$ cat config.mk
export PLATFORM = sky130hd
export DESIGN_NAME = neighbor_label_multiset_check
export DESIGN_NICKNAME = d
export VERILOG_FILES = /design/src/nlmc_pkg.sv /design/src/nlmc_cell.sv /design/src/neighbor_label_multiset_check.sv
export SDC_FILE = /design/constraint.sdc
export NUM_CORES = 2
export LEC_CHECK = 0
export BUFFER_PORTS_ARGS = -buffer_cell sky130_fd_sc_hd__buf_2
export CAP_MARGIN = 30
export CELL_PAD_IN_SITES_DETAIL_PLACEMENT = 0
export CELL_PAD_IN_SITES_GLOBAL_PLACEMENT = 1
export CORE_ASPECT_RATIO = 0.9
export CORE_MARGIN = 2
export CORE_UTILIZATION = 55
export CTS_BUF_LIST = sky130_fd_sc_hd__clkbuf_8
export CTS_CLUSTER_DIAMETER = 80
export DETAILED_ROUTE_END_ITERATION = 8
export GPL_ROUTABILITY_DRIVEN = 0
export PLACE_DENSITY = 0.8
export SLEW_MARGIN = 20
export SYNTH_ARGS = -nofsm -noshare
export SYNTH_HDL_FRONTEND = slang
export SYNTH_SLANG_ARGS = --single-unit
export TNS_END_PERCENT = 30
$ cat constraint.sdc
create_clock -name i_clk -period 14.7 [get_ports i_clk]
set_input_delay 2.94 -clock i_clk [delete_from_list [all_inputs] [get_ports i_clk]]
set_output_delay 2.94 -clock i_clk [all_outputs]
set_load 0.02 [all_outputs]
$ cat src/nlmc_pkg.sv
// Package for the neighbor label multiset check: defaults, mode codes, chain structs.
package nlmc_pkg;

    localparam int MAX_DEGREE_DEF = 32;
    localparam int LABEL_BITS_DEF = 8;
    localparam int MODE_W  = 3;
    localparam int INLBL_W = 8;

    typedef logic [MODE_W-1:0] t_mode;

    localparam t_mode MODE_GIN  = 3'd0;
    localparam t_mode MODE_GOUT = 3'd1;
    localparam t_mode MODE_QIN  = 3'd2;
    localparam t_mode MODE_QOUT = 3'd3;
    localparam t_mode MODE_EVAL = 3'd4;

    // per-cycle control broadcast to every cell
    typedef struct packed {
        logic shift_in;
        logic shift_out;
        logic clr;
    } t_ctl;

    // search token moving down the chain; sel picks the out-lists
    typedef struct packed {
        logic vld;
        logic sel;
    } t_tok;

endpackage

$ cat src/nlmc_cell.sv
// One chain cell: a graph in/out label slot with used marks and a search token stage.
module nlmc_cell #(
    parameter int LABEL_BITS = nlmc_pkg::LABEL_BITS_DEF
) (
    input  logic                  i_clk,
    input  logic                  i_rst_n,
    input  nlmc_pkg::t_ctl        i_ctl,
    input  logic [LABEL_BITS-1:0] i_gin_lbl,
    input  logic                  i_gin_vld,
    input  logic [LABEL_BITS-1:0] i_gout_lbl,
    input  logic                  i_gout_vld,
    output logic [LABEL_BITS-1:0] o_gin_lbl,
    output logic                  o_gin_vld,
    output logic [LABEL_BITS-1:0] o_gout_lbl,
    output logic                  o_gout_vld,
    input  nlmc_pkg::t_tok        i_tok,
    input  logic [LABEL_BITS-1:0] i_tok_lbl,
    output nlmc_pkg::t_tok        o_tok,
    output logic [LABEL_BITS-1:0] o_tok_lbl
);

    logic [LABEL_BITS-1:0] r_gin_lbl;
    logic [LABEL_BITS-1:0] r_gout_lbl;
    logic                  r_gin_vld;
    logic                  r_gout_vld;
    logic                  r_used_in;
    logic                  r_used_out;
    nlmc_pkg::t_tok        r_tok;
    logic [LABEL_BITS-1:0] r_tok_lbl;
    logic                  hit_in;
    logic                  hit_out;

    assign hit_in  = i_tok.vld && !i_tok.sel && r_gin_vld && !r_used_in
                     && (r_gin_lbl == i_tok_lbl);
    assign hit_out = i_tok.vld && i_tok.sel && r_gout_vld && !r_used_out
                     && (r_gout_lbl == i_tok_lbl);

    always_ff @(posedge i_clk) begin
        if (!i_rst_n) begin
            r_gin_vld  <= 1'b0;
            r_gout_vld <= 1'b0;
            r_used_in  <= 1'b0;
            r_used_out <= 1'b0;
            r_tok      <= '0;
        end else begin
            r_tok.vld <= i_tok.vld && !(hit_in || hit_out);
            r_tok.sel <= i_tok.sel;
            if (i_ctl.clr) begin
                r_gin_vld  <= 1'b0;
                r_gout_vld <= 1'b0;
                r_used_in  <= 1'b0;
                r_used_out <= 1'b0;
            end else begin
                if (i_ctl.shift_in) begin
                    r_gin_vld <= i_gin_vld;
                end
                if (i_ctl.shift_out) begin
                    r_gout_vld <= i_gout_vld;
                end
                if (hit_in) begin
                    r_used_in <= 1'b1;
                end
                if (hit_out) begin
                    r_used_out <= 1'b1;
                end
            end
        end
    end

    always_ff @(posedge i_clk) begin
        r_tok_lbl <= i_tok_lbl;
        if (i_ctl.shift_in) begin
            r_gin_lbl <= i_gin_lbl;
        end
        if (i_ctl.shift_out) begin
            r_gout_lbl <= i_gout_lbl;
        end
    end

    assign o_gin_lbl  = r_gin_lbl;
    assign o_gin_vld  = r_gin_vld;
    assign o_gout_lbl = r_gout_lbl;
    assign o_gout_vld = r_gout_vld;
    assign o_tok      = r_tok;
    assign o_tok_lbl  = r_tok_lbl;

endmodule

$ cat src/neighbor_label_multiset_check.sv
// Top level of the neighbor label multiset check: list loading, query feed, cell chain.
//
//  channel  | signals                          | direction | payload
//  ---------+----------------------------------+-----------+--------------------
//  in       | i_in_valid / o_in_ready          | sink      | i_mode, i_label
//  out      | o_out_valid / i_out_ready        | source    | o_pass, o_overflow
//
//  Loads are taken while the block is idle. An evaluate with an empty query in-list goes
//  straight to the result; otherwise the query labels enter the cell chain one per cycle
//  and the last one crosses all MAX_DEGREE cells before the result is formed.
//  Reset is synchronous, active low; all lists come up empty, no clearing pass.
//  A held result does not stall loads; only the next result waits for its transfer.
module neighbor_label_multiset_check #(
    parameter int MAX_DEGREE = nlmc_pkg::MAX_DEGREE_DEF,
    parameter int LABEL_BITS = nlmc_pkg::LABEL_BITS_DEF
) (
    input  logic                          i_clk,
    input  logic                          i_rst_n,
    input  logic                          i_in_valid,
    output logic                          o_in_ready,
    input  logic [nlmc_pkg::MODE_W-1:0]   i_mode,
    input  logic [nlmc_pkg::INLBL_W-1:0]  i_label,
    output logic                          o_out_valid,
    input  logic                          i_out_ready,
    output logic                          o_pass,
    output logic                          o_overflow
);

    localparam int IW = (MAX_DEGREE > 1) ? $clog2(MAX_DEGREE) : 1;
    localparam int CW = $clog2(MAX_DEGREE + 1);
    localparam logic [CW-1:0] CNT_MAX = CW'(MAX_DEGREE);

    typedef enum logic [1:0] {S_IDLE, S_FEED, S_DRAIN, S_DONE} t_state;

    t_state                r_state;
    logic [CW-1:0]         r_cnt_gin;
    logic [CW-1:0]         r_cnt_gout;
    logic [CW-1:0]         r_cnt_qin;
    logic [CW-1:0]         r_cnt_qout;
    logic                  r_ovf_seen;
    logic [IW-1:0]         r_idx;
    logic                  r_sel;
    logic [CW-1:0]         r_drn;
    logic                  r_fail;
    logic                  r_rd_vld;
    logic                  r_rd_sel;
    logic                  r_out_vld;
    logic                  r_pass;
    logic                  r_ovf;
    logic [LABEL_BITS-1:0] r_qin_q;
    logic [LABEL_BITS-1:0] r_qout_q;
    logic [LABEL_BITS-1:0] mem_qin  [MAX_DEGREE];
    logic [LABEL_BITS-1:0] mem_qout [MAX_DEGREE];

    logic [LABEL_BITS-1:0] w_lbl;
    logic                  in_xfer;
    logic                  out_xfer;
    logic                  done_go;
    logic                  ld_gin;
    logic                  ld_gout;
    logic                  ld_qin;
    logic                  ld_qout;
    logic [CW-1:0]         idx_next;
    logic [CW-1:0]         cur_cnt;
    nlmc_pkg::t_ctl        ctl;
    nlmc_pkg::t_tok        tok_head;
    logic [LABEL_BITS-1:0] tok_head_lbl;

    logic [LABEL_BITS-1:0] gin_lbl  [MAX_DEGREE+1];
    logic                  gin_vld  [MAX_DEGREE+1];
    logic [LABEL_BITS-1:0] gout_lbl [MAX_DEGREE+1];
    logic                  gout_vld [MAX_DEGREE+1];
    nlmc_pkg::t_tok        tok      [MAX_DEGREE+1];
    logic [LABEL_BITS-1:0] tok_lbl  [MAX_DEGREE+1];

    generate
        if (LABEL_BITS >= nlmc_pkg::INLBL_W) begin : g_lbl_wide
            assign w_lbl = LABEL_BITS'(i_label);
        end else begin : g_lbl_narrow
            assign w_lbl = i_label[LABEL_BITS-1:0];
        end
    endgenerate

    assign o_in_ready = (r_state == S_IDLE);
    assign in_xfer    = i_in_valid && o_in_ready;
    assign out_xfer   = r_out_vld && i_out_ready;
    assign done_go    = (r_state == S_DONE) && (!r_out_vld || i_out_ready);

    assign ld_gin  = in_xfer && (i_mode == nlmc_pkg::MODE_GIN)  && (r_cnt_gin  != CNT_MAX);
    assign ld_gout = in_xfer && (i_mode == nlmc_pkg::MODE_GOUT) && (r_cnt_gout != CNT_MAX);
    assign ld_qin  = in_xfer && (i_mode == nlmc_pkg::MODE_QIN)  && (r_cnt_qin  != CNT_MAX);
    assign ld_qout = in_xfer && (i_mode == nlmc_pkg::MODE_QOUT) && (r_cnt_qout != CNT_MAX);

    assign idx_next = CW'(r_idx) + CW'(1);
    assign cur_cnt  = r_sel ? r_cnt_qout : r_cnt_qin;

    assign ctl.shift_in  = ld_gin;
    assign ctl.shift_out = ld_gout;
    assign ctl.clr       = done_go;

    assign tok_head.vld  = r_rd_vld;
    assign tok_head.sel  = r_rd_sel;
    assign tok_head_lbl  = r_rd_sel ? r_qout_q : r_qin_q;

    assign gin_lbl[0]  = w_lbl;
    assign gin_vld[0]  = 1'b1;
    assign gout_lbl[0] = w_lbl;
    assign gout_vld[0] = 1'b1;
    assign tok[0]      = tok_head;
    assign tok_lbl[0]  = tok_head_lbl;

    generate
        for (genvar j = 0; j < MAX_DEGREE; j++) begin : g_cell
            nlmc_cell #(
                .LABEL_BITS (LABEL_BITS)
            ) u_cell (
                .i_clk      (i_clk),
                .i_rst_n    (i_rst_n),
                .i_ctl      (ctl),
                .i_gin_lbl  (gin_lbl[j]),
                .i_gin_vld  (gin_vld[j]),
                .i_gout_lbl (gout_lbl[j]),
                .i_gout_vld (gout_vld[j]),
                .o_gin_lbl  (gin_lbl[j+1]),
                .o_gin_vld  (gin_vld[j+1]),
                .o_gout_lbl (gout_lbl[j+1]),
                .o_gout_vld (gout_vld[j+1]),
                .i_tok      (tok[j]),
                .i_tok_lbl  (tok_lbl[j]),
                .o_tok      (tok[j+1]),
                .o_tok_lbl  (tok_lbl[j+1])
            );
        end
    endgenerate

    always_ff @(posedge i_clk) begin
        if (ld_qin) begin
            mem_qin[r_cnt_qin[IW-1:0]] <= w_lbl;
        end
        if (ld_qout) begin
            mem_qout[r_cnt_qout[IW-1:0]] <= w_lbl;
        end
        r_qin_q  <= mem_qin[r_idx];
        r_qout_q <= mem_qout[r_idx];
    end

    always_ff @(posedge i_clk) begin
        if (!i_rst_n) begin
            r_state    <= S_IDLE;
            r_cnt_gin  <= '0;
            r_cnt_gout <= '0;
            r_cnt_qin  <= '0;
            r_cnt_qout <= '0;
            r_ovf_seen <= 1'b0;
            r_idx      <= '0;
            r_sel      <= 1'b0;
            r_drn      <= '0;
            r_fail     <= 1'b0;
            r_rd_vld   <= 1'b0;
            r_rd_sel   <= 1'b0;
            r_out_vld  <= 1'b0;
            r_pass     <= 1'b0;
            r_ovf      <= 1'b0;
        end else begin
            r_rd_vld <= (r_state == S_FEED);
            r_rd_sel <= r_sel;
            if (done_go) begin
                r_out_vld <= 1'b1;
            end else if (out_xfer) begin
                r_out_vld <= 1'b0;
            end
            case (r_state)
                S_IDLE: begin
                    if (in_xfer) begin
                        case (i_mode)
                            nlmc_pkg::MODE_GIN, nlmc_pkg::MODE_GOUT,
                            nlmc_pkg::MODE_QIN, nlmc_pkg::MODE_QOUT: begin
                                if (ld_gin)  r_cnt_gin  <= r_cnt_gin  + CW'(1);
                                if (ld_gout) r_cnt_gout <= r_cnt_gout + CW'(1);
                                if (ld_qin)  r_cnt_qin  <= r_cnt_qin  + CW'(1);
                                if (ld_qout) r_cnt_qout <= r_cnt_qout + CW'(1);
                                if (!(ld_gin || ld_gout || ld_qin || ld_qout)) begin
                                    r_ovf_seen <= 1'b1;
                                end
                            end
                            nlmc_pkg::MODE_EVAL: begin
                                r_fail <= 1'b0;
                                r_idx  <= '0;
                                r_sel  <= 1'b0;
                                r_drn  <= '0;
                                if (r_cnt_qin == '0) begin
                                    r_state <= S_DONE;
                                end else begin
                                    r_state <= S_FEED;
                                end
                            end
                            default: begin
                            end
                        endcase
                    end
                end
                S_FEED: begin
                    r_fail <= r_fail | tok[MAX_DEGREE].vld;
                    if (idx_next == cur_cnt) begin
                        r_idx <= '0;
                        if (!r_sel && (r_cnt_qout != '0)) begin
                            r_sel <= 1'b1;
                        end else begin
                            r_state <= S_DRAIN;
                        end
                    end else begin
                        r_idx <= idx_next[IW-1:0];
                    end
                end
                S_DRAIN: begin
                    r_fail <= r_fail | tok[MAX_DEGREE].vld;
                    r_drn  <= r_drn + CW'(1);
                    if (r_drn == CNT_MAX) begin
                        r_state <= S_DONE;
                    end
                end
                S_DONE: begin
                    if (done_go) begin
                        r_pass     <= !r_fail;
                        r_ovf      <= r_ovf_seen;
                        r_cnt_gin  <= '0;
                        r_cnt_gout <= '0;
                        r_cnt_qin  <= '0;
                        r_cnt_qout <= '0;
                        r_ovf_seen <= 1'b0;
                        r_sel      <= 1'b0;
                        r_state    <= S_IDLE;
                    end
                end
                default: begin
                    r_state <= S_IDLE;
                end
            endcase
        end
    end

    assign o_out_valid = r_out_vld;
    assign o_pass      = r_pass;
    assign o_overflow  = r_ovf;

    a_cnt_bound: assert property (@(posedge i_clk) disable iff (!i_rst_n)
        (r_cnt_gin <= CNT_MAX) && (r_cnt_gout <= CNT_MAX)
        && (r_cnt_qin <= CNT_MAX) && (r_cnt_qout <= CNT_MAX))
        else $error("list count above capacity");

    a_chain_empty_at_done: assert property (@(posedge i_clk) disable iff (!i_rst_n)
        (r_state == S_DONE) |-> !tok[MAX_DEGREE].vld && !r_rd_vld)
        else $error("search token still in flight when result is formed");

    a_empty_qin_skips: assert property (@(posedge i_clk) disable iff (!i_rst_n)
        (in_xfer && (i_mode == nlmc_pkg::MODE_EVAL) && (r_cnt_qin == '0))
        |=> (r_state == S_DONE) && !r_fail)
        else $error("evaluate with empty query in-list did not go straight to result");

    a_result_from_done: assert property (@(posedge i_clk) disable iff (!i_rst_n)
        $rose(r_out_vld) |-> ($past(r_state) == S_DONE))
        else $error("result raised outside the done state");

    a_lists_cleared: assert property (@(posedge i_clk) disable iff (!i_rst_n)
        done_go |=> (r_cnt_gin == '0) && (r_cnt_qin == '0) && !r_ovf_seen
        && (r_state == S_IDLE))
        else $error("lists not cleared after evaluate");

endmodule

==> results.toml <==
[outcome]
status = "finished clean"

[timing]
skew_ns = 0.0381
max-slew-margin-rel_pct = 33.4
fmax_ghz = 0.191
finalSetupViolCount = 0
period_share_pct = 35.5
setup_ws_ns = 9.48
rsz0062_at_grt = "false"
setup_tns_ns = 0
tightest_slew_ns = 0.992
worst_hold_slack_ns = 0.370
period_minus_slack_ns = 5.22
hold_violations = 0
slew_violations = 0

[drt]
top_layer_used = "met4"
wl_met3_mm = 7.92
route.layer.met1.wl_mm = 48.5
wl_mm = 112
drc = 0
final_antenna_net_count = 0
vias = 28078
wl_met2_mm = 52.2
via_per_inst = 5.55
wl_per_cell_um = 22.1
drtIter0Drc = 2260
drtPass1Iterations = 6

[global_route]
track_usage_pct = 22.0
grt_max_degree = 136
globalRouteOverflowTotal = 0
grt_pass1_vias = 29067
antenna_found_initial = 2
grt_first_pass_wirelength_mm = 172

[worst_setup_path]
crit_chain = "buf_2, nand4b_1, a311o_2, buf_4, inv_8, buf_16, buf_4, buf_12"
path_class = "primary input to flip-flop"
start_kind = "primary input"
cp_max_fo = 83
required_ns = 15.25
path_buf_inv = 6
slowest_delay_ns = 0.51
arrival_ns = 5.78
worst_path_most_repeated_cell = "buf_4"
end_kind = "flip-flop"
slowest_stage = "buf_4"
critPathTopFamily = "buffers and inverters"

[die]
initial_utilization_pct = 55.3
die_h_um = 304
die-area_um2 = 103000
die_w_um = 338
core_area_um2 = 99600
io-pin-count = 19
fp-row-count = 110

[finish]
drive_gt1_share_pct = 14.8
stdcell_count = 5057
area_delta_synth_final_pct = 11.3
fillCellCount = 7258
final_nets = 3553
post-route-util_pct = 61.5

[yosys]
synth_edf_count = 1024
synthArstFlopShare_pct = 0
synth_warnings = 0
synthDistinctLibCells = 60
synthesis.instances = 3326
ys.flop_type = "edfxtp_1"
postSynthAreaPerCell_um2 = 16.6
synth_fp_nets = 3361
ys_seq_area_share_pct = 74.0
synth-seq-cells = 1524
synth_area_um2 = 55100

[cts]
clk_pin_slew_ns = 0.06
clk_latency_ns = 0.89
htree_levels = 4
numCtsBuffers = 223
cts_tree = "yes"
ctsHoldBuffers = 0
clock-root-buffer = "clkbuf_8"
cts_setup_buffers = 0
cts_sinks = 1524
cts_buffer_depth = 3
cts_resized = 0

[placed_design]
dp_hpwl_mm = 70.0
place_inst = 4627
numPortBuffers = 18
pre_cts_slack_ns = 8.35

[power_and_ir_drop]
sw_frac_of_total_pct = 24.0
p_leak_nw = 20.6
clockPowerShare_pct = 36.9
p_seq_share_pct = 56.2
cellPowerDensity_nw_per_um2 = 144
vdd_drop_max_uv = 90.6
pwr-share-comb_pct = 6.9
p_sw_w = 0.00211
power.internal_w = 0.00670

[job]
cap_violations = 0

[hold_path]
min_path_type = "flip-flop to flip-flop"
placed cells by master, fill, tap and decap left out, drive strengths merged, types with 35 or more instances in the layout:
master  instances
nor2          238
nand2         200
dfxtp         500
and2           35
buf            54
inv           124
edfxtp       1024
xnor2         102
nor3           41
a21oi          78
nor4          122
clkinv         63
clkbuf        259
nand3          69
xor2          442
mux4          160
power groups by stage:
stage / Combinational [W] / Sequential [W] / Clock (W)
finish: 0.000611 / 0.00495 / 0.00325
global route: 0.000665 / 0.00497 / 0.00352
CTS: 0.000600 / 0.00495 / 0.00333
detailed placement: 0.000597 / 0.00504 / 0
floorplan: 0.000462 / 0.00498 / 0
global placement: 0.000581 / 0.00504 / 0
cell type report:
type                       count  area (um^2)  area share, %
multi-input combinational   1684        13800           22.5
timing repair buffer          54          546          0.890
clock inverter               160          810           1.32
clock buffer                 259         3560           5.81
tap                         1344         1680           2.74
sequential                  1524        40800           66.5
inverter                      31          131          0.214
antenna                        1         2.50        0.00408
through the flow:
step,total power (W),instance area [um^2]
floorplan,0.00544,55100
global placement,0.00562,56600
detailed placement,0.00564,56700
CTS,0.00888,61000
global route,0.00915,61300
finish,0.00881,61300
state kept, by name, summed over array words and instances (netlist names), 5 cells and up:
register	count
r_drn	6
g_cell.u_cell.o_gin_vld	32
g_cell.u_cell.o_gin_lbl	256
g_cell.u_cell.o_tok	63
r_cnt_gout	6
r_cnt_qout	6
r_cnt_qin	6
r_cnt_gin	6
g_cell.u_cell.o_gout_vld	32
g_cell.u_cell.r_used_in	32
r_qin_q	8
g_cell.u_cell.r_used_out	32
mem_qin	256
r_qout_q	8
r_idx	5
g_cell.u_cell.o_gout_lbl	256
g_cell.u_cell.o_tok_lbl	248
mem_qout	256
synthesized netlist by cell type, types with 20 or more instances:
library cell  count  share of area [%]
mux4_2          160                6.5
ha_1             20               0.45
nor4bb_1         32               0.58
nor4_1          122                1.4
nand4_1          21               0.24
xnor2_1         102                1.6
and2_1           35               0.40
clkbuf_1         53               0.36
and4b_1          27               0.49
nand2_1         200                1.4
xor2_1          442                7.0
nand3_1          69               0.63
inv_1            29               0.20
edfxtp_1       1024                 56
dfxtp_1         500                 18
nor2_1          238                1.6
nor3_1           41               0.37
a21oi_1          75               0.68
layer usage:
metal	GRT usage (%)	vias to the layer above
li1	-	12756
met1	31.0	14128
met2	33.9	960
met3	5.07	234
met4	7.96	0
met5	0	-
cell families (layout without fill, tap and decap cells):
logic type	after synthesis	in the layout	synth area share, %
xor+xnor	545	545	8.69
other cells	0	1	0
compound gates	106	106	1.14
simple gates	821	821	7.56
buf+inv	118	504	0.968
mux	192	192	7.19
flops	1524	1524	74.0
fa+ha+maj	20	20	0.454
path summary, 6_finish.rpt:
path	from	cells past startpoint	end	slack (ns)
max reg2reg	r_state[1]	9	g_cell[9].u_cell.o_gout_lbl[0]	10.67
min	g_cell[0].u_cell.o_tok_lbl[6]	0	g_cell[1].u_cell.o_tok_lbl[6]	0.37
min reg2reg	g_cell[0].u_cell.o_tok_lbl[6]	0	g_cell[1].u_cell.o_tok_lbl[6]	0.37
max	i_mode[2]	8	g_cell[9].u_cell.o_gout_lbl[0]	9.48
No activity file was read; power rests on OpenSTA's default activity.
